==> config.mk <==
export PLATFORM = sky130hd
export DESIGN_NAME = cmps_cell
export DESIGN_NICKNAME = d
export VERILOG_FILES = /design/src/rtl/cpu_mask_priority_scheduler_assert.svh /design/src/rtl/cmps_pkg.sv /design/src/rtl/cmps_cell.sv
export SDC_FILE = /design/constraint.sdc
export NUM_CORES = 1
export LEC_CHECK = 0
export BUFFER_PORTS_ARGS = -buffer_cell sky130_fd_sc_hd__buf_2
export CAP_MARGIN = 20
export CORE_MARGIN = 2
export CORE_UTILIZATION = 46
export CTS_BUF_LIST = sky130_fd_sc_hd__clkbuf_2
export CTS_CLUSTER_SIZE = 40
export DETAILED_ROUTE_END_ITERATION = 7
export PLACE_DENSITY = 0.7
export SYNTH_ARGS = -nofsm -noshare
export SYNTH_HDL_FRONTEND = slang
export SYNTH_SLANG_ARGS = --single-unit
==> constraint.sdc <==
create_clock -name i_clk -period 4.65 [get_ports i_clk]
set_input_delay 0.6975 -clock i_clk [delete_from_list [all_inputs] [get_ports i_clk]]
set_output_delay 0.6975 -clock i_clk [all_outputs]
set_load 0.03 [all_outputs]
==> src/rtl/cpu_mask_priority_scheduler_assert.svh <==
// Assertion macros for the scheduler RTL.
// Depends on nothing; included by the scheduler top level to check its own logic.
`ifndef CPU_MASK_PRIORITY_SCHEDULER_ASSERT_SVH
`define CPU_MASK_PRIORITY_SCHEDULER_ASSERT_SVH
// Check that an implication holds at every clock edge outside reset.
`define CMPS_ASSERT_IMP(lbl, clk, rst_n, ante, cons) \
    lbl: assert property (@(posedge clk) disable iff (!rst_n) (ante) |-> (cons)) \
        else $error("assertion failed");
// Check that an implication holds in the cycle after the antecedent.
`define CMPS_ASSERT_NEXT(lbl, clk, rst_n, ante, cons) \
    lbl: assert property (@(posedge clk) disable iff (!rst_n) (ante) |=> (cons)) \
        else $error("assertion failed");
`endif

==> src/rtl/cmps_pkg.sv <==
// Package for the scheduler: opcodes, status codes, constants and helpers.
// Depends on nothing.
`timescale 1ns / 1ps
`default_nettype none
package cmps_pkg;
    localparam int QueueDepth = 64;
    localparam int IdBits     = 16;
    localparam int MaskBits   = 16;
    localparam int NiceMin    = 10;
    localparam int NiceLimit  = 50;

    localparam logic [2:0] OP_PUSH   = 3'd0;
    localparam logic [2:0] OP_PEEK   = 3'd1;
    localparam logic [2:0] OP_POP    = 3'd2;
    localparam logic [2:0] OP_RUN    = 3'd3;
    localparam logic [2:0] OP_RENICE = 3'd4;
    localparam logic [2:0] OP_CLEAR  = 3'd5;

    localparam logic [2:0] ST_OK     = 3'd0;
    localparam logic [2:0] ST_DUP    = 3'd1;
    localparam logic [2:0] ST_INCONS = 3'd2;
    localparam logic [2:0] ST_FULL   = 3'd3;
    localparam logic [2:0] ST_NONE   = 3'd4;

    // Row-wide command sent to every cell in the same cycle.
    typedef struct packed {
        logic       remove;   // close the gap at rm_pos
        logic       insert;   // open a hole at the insert point
        logic       clear;    // drop every entry
    } t_row_cmd;

    function automatic logic [5:0] clamp_nice(input logic [5:0] n);
        if (n < 6'(NiceMin)) begin
            return 6'(NiceMin);
        end else if (n > 6'(NiceLimit - 1)) begin
            return 6'(NiceLimit - 1);
        end
        return n;
    endfunction
endpackage
`default_nettype wire

==> src/rtl/cmps_cell.sv <==
// One slot of the sorted row: holds an entry, compares it, and shifts.
// Depends on cmps_pkg.
`timescale 1ns / 1ps
`default_nettype none
module cmps_cell
    import cmps_pkg::*;
#(
    parameter int ID_W   = IdBits,
    parameter int MASK_W = MaskBits
) (
    input  wire logic              i_clk,
    input  wire logic              i_shift_up,   // take from the cell below
    input  wire logic              i_shift_dn,   // take from the cell above
    input  wire logic              i_load,       // take the new entry
    input  wire logic [ID_W-1:0]   i_new_id,
    input  wire logic [31:0]       i_new_time,
    input  wire logic [5:0]        i_new_nice,
    input  wire logic [MASK_W-1:0] i_new_mask,
    input  wire logic [37:0]       i_new_key,
    input  wire logic [5:0]        i_new_bits,
    input  wire logic [ID_W-1:0]   i_up_id,
    input  wire logic [31:0]       i_up_time,
    input  wire logic [5:0]        i_up_nice,
    input  wire logic [MASK_W-1:0] i_up_mask,
    input  wire logic [ID_W-1:0]   i_dn_id,
    input  wire logic [31:0]       i_dn_time,
    input  wire logic [5:0]        i_dn_nice,
    input  wire logic [MASK_W-1:0] i_dn_mask,
    output logic [ID_W-1:0]        o_id,
    output logic [31:0]            o_time,
    output logic [5:0]             o_nice,
    output logic [MASK_W-1:0]      o_mask,
    output logic                   o_after       // new entry goes at or above here
);
    logic [ID_W-1:0]   r_id;
    logic [31:0]       r_time;
    logic [5:0]        r_nice;
    logic [MASK_W-1:0] r_mask;
    logic [37:0]       r_key;
    logic [5:0]        r_bits;

    // Compare stored key against the new entry's key.
    assign o_after = (r_key > i_new_key) || ((r_key == i_new_key) && (r_bits >= i_new_bits));

    // Shift, load or hold the payload.
    always_ff @(posedge i_clk) begin
        if (i_load) begin
            r_id   <= i_new_id;
            r_time <= i_new_time;
            r_nice <= i_new_nice;
            r_mask <= i_new_mask;
            r_key  <= i_new_key;
            r_bits <= i_new_bits;
        end else if (i_shift_up) begin
            r_id   <= i_dn_id;
            r_time <= i_dn_time;
            r_nice <= i_dn_nice;
            r_mask <= i_dn_mask;
            r_key  <= 38'(i_dn_time) * 38'(i_dn_nice);
            r_bits <= 6'($countones(i_dn_mask));
        end else if (i_shift_dn) begin
            r_id   <= i_up_id;
            r_time <= i_up_time;
            r_nice <= i_up_nice;
            r_mask <= i_up_mask;
            r_key  <= 38'(i_up_time) * 38'(i_up_nice);
            r_bits <= 6'($countones(i_up_mask));
        end
    end

    assign o_id   = r_id;
    assign o_time = r_time;
    assign o_nice = r_nice;
    assign o_mask = r_mask;
endmodule
`default_nettype wire

==> run summary <==
After layout, the minimum clock period comes to 4.45 ns. The arrival time of the worst setup path is 5.08 ns, and the share of final-layout standard cells stronger than drive strength 1 is 26.7%. STA classifies the critical path endpoint as a flop. The wire length of the first global-routing pass was 99500 um. The placed instances occupy a cell area of 24800 um^2. VDD sags by at most 0.328 mV.

The x dimension of the die works out to 212 um. The run gives 18595 as the number of global-route vias before repair. For this run, the leading register cell type out of synthesis is sky130_fd_sc_hd__edfxtp_1. Final hold analysis gives a worst-case slack of 0.120 ns. The worst-margin pin slew is 0.906 ns. The flow ran to the end, and the final reports show no timing, DRC or antenna violations. Buffers placed on the I/O ports in this run total 328. After technology mapping, the gate count stands at 2227. In this run the post-CTS setup repair buffer count came out at 0. The final number of hold-violating endpoints is 0, and the net count after synthesis is 2893. Ranked by total cell area, the synthesized netlist is headed by sky130_fd_sc_hd__fa_1 (26%), sky130_fd_sc_hd__edfxtp_1 (17%), sky130_fd_sc_hd__and2_1 (11%). Critical path launch point type: an input pin. The growth of design area from synthesis to finish is 26.2%. For the post-layout instance area, the log shows 25100 um^2.

CTS placed an instance of sky130_fd_sc_hd__clkbuf_2 at the clock tree root. The core footprint was 42900 um^2; the required time of the worst setup path was 5.28 ns. For this design the static power due to leakage is 12.9 nW.

The run gives 46.4% as the starting utilization of the core area. Yosys instantiated no cell more often than sky130_fd_sc_hd__inv_1. For this run, design rule violations remaining after detail routing come to 0.

Wires add up to 63300 um. The share of the yosys chip area belonging to registers was 17.2%; the initial antenna violation count was 8. The tool flagged a number of max-cap violations equal to 0. Of all nets on the critical path, the largest fanout is 13.

The die covers 44900 um^2. The maximum single-stage delay on the critical path was 0.43 ns; the total number of placement rows was 76. During I/O placement, the number of pins put on the boundary was 329. The worst hold path startpoint was i_new_mask[2].

Dividing the detail-routed wire length by the instance count gives 18.5 um. Setup violations remaining at the end of the flow were counted as 0. The cell area that synthesis handed to floorplanning was 19900 um^2. The slowest stage of the critical path is the sky130_fd_sc_hd__fa_1 cell. The number of search-and-repair iterations in the first detailed-routing pass came out at 5. For this design the ratio of total power to cell area is 412 nW/um^2. Measured along the y axis, the die boundary spans 212 um. The final core utilization was 58.6%; the number of nets in the finished design was 3490. Synthesis inferred 114 register bits.

The total via count in the routed design was 17902; the total congestion overflow was 0. The count of nets left with antenna violations once routing finished came out at 0. The synthesized design devotes to its leading area cell type 26.4% of total area. Counting both buffers and inverters, the worst setup path holds a total of 5.

The commonest cells after synthesis are sky130_fd_sc_hd__inv_1 (403), sky130_fd_sc_hd__and2_1 (365), sky130_fd_sc_hd__fa_1 (262). The maximum number of buffers from clock root to sink was 2; the vias per cell was 5.22. Entering global routing, the biggest net connects 78 pins. TritonCTS built the clock tree. The run gives 0 as the number of pins with negative max-slew slack in the final report. Family with the most delay on the worst path: adder cells. After synthesis, the share of flip-flops with an asynchronous set or reset is 0%.

Traced cell by cell, the critical path runs through buf_2 > buf_12 > buf_4 > and2_1 > fa_1 > ha_1 > ha_1 > ha_1 > inv_1 > fa_1 > nand2b_1 > a21oi_1 > o221a_4 > buf_4 > a21oi_1 > o21ai_0 > xnor2_1 > nor2_1 > a211oi_2 > a21oi_1. The global routing usage summed across all routing layers is 28.9%, and the worst slew slack as a fraction of its limit is 39.5%. Routability-driven placement finished with a final weighted congestion of 0.964. The mean instance size in the synthesized netlist is 8.93 um^2, and the depth of the CTS H-tree is 4. The synthesized design spends more area on one cell type than any other, namely sky130_fd_sc_hd__fa_1. After the first detailed-routing iteration, the DRC count stood at 1174. The logs give 225 MHz for the maximum clock frequency and 17 for the number of buffers created by CTS. The classification of the worst-slack hold path is input pin to flop. In the finished design, the share of the clock period the worst path needs comes to 95.7%.

The worst setup path startpoint was i_up_nice[1]. Yosys printed 0 warnings. Critical setup path kind: input pin to flop. After clock tree synthesis, the clock-pin slew on the worst setup and hold paths is 0.25 ns. The number of enable flip-flop cells after synthesis is 114.

Setup repair after global routing left no endpoint under its margin. The clock sink count came out at 114. The logs give 3832 for the count of filler cells inserted in the layout and 67 for the post-synthesis cell type count. After legalization and detailed placement, the total HPWL measured 53400 um.
## registers in the layout (all words and copies together) (netlist names)
register  flops
o_nice        6
r_bits        6
o_id         16
r_key        38
o_time       32
o_mask       16
## power breakdown
part | internal, mW | switching (mW)
combinational | 3.85 | 4.26
clock | 0.256 | 0.487
sequential | 1.41 | 0.0784
total | 5.52 | 4.83
## cells by family (layout without fill, tap and decap cells)
group	count (synthesis)	in the layout	share of synthesized area (%)
and+or+nand+nor	693	693	19.0
buffers and inverters	491	1101	9.28
adders and majority gates	408	408	35.5
AOI/OAI and AO/OA	379	379	12.1
DFF	114	114	17.2
muxes	88	88	4.45
xor gates and xnor gates	54	54	2.38
other	0	6	0
## stage by stage
stage / power, mW / TNS (ns) / setup WS [ns] / cells
after floorplan: 6.40 / -0.393 / -0.110 / 2227
after global placement: 9.35 / -12.54 / -0.722 / 3388
after detailed placement: 9.52 / -14.53 / -0.756 / 3388
after CTS: 10.3 / 0 / 0.219 / 3422
after global routing: 11.3 / 0 / 0.00679 / 3428
final: 10.3 / 0 / 0.198 / 3428
## layer usage
layer / global-route usage [%] / wire [um] / vias up
li1: - / - / 8418
met1: 35.8 / 26100 / 8650
met2: 48.2 / 29500 / 700
met3: 4.95 / 4460 / 130
met4: 15.5 / 3200 / 4
met5: 0 / 23 / -
## final timing paths
check | depth (start not counted) | to
worst max-delay path | 20 | r_key[17]
worst min-delay path | 3 | o_mask[2]
## final cells by class
type | instances | area (um^2) | area share (%)
Antenna cell | 6 | 15.0 | 0.0598
Sequential cell | 114 | 3420 | 13.6
Inverter | 404 | 1520 | 6.04
Tap cell | 585 | 732 | 2.91
Timing Repair Buffer | 665 | 4280 | 17.0
Clock inverter | 14 | 153 | 0.608
Multi-Input combinational cell | 1622 | 14900 | 59.3
Clock buffer | 18 | 90.1 | 0.359
## layout by cell type (no fill, tap or decap), drive strengths merged, types with 38 or more instances in the layout
cell,instances
a21oi,90
o21ai,127
nor2,67
and2,365
inv,409
xnor2,38
mux2i,85
a21o,56
nand2,144
edfxtp,114
ha,146
buf,661
fa,262
## what timing repair did
item,CTS,global route
hold endpoints to repair,2,0
hold buffers,2,0
setup endpoints to repair,0,3
gates resized for setup,0,3
Note: power is estimated with default switching activity, not from simulation.
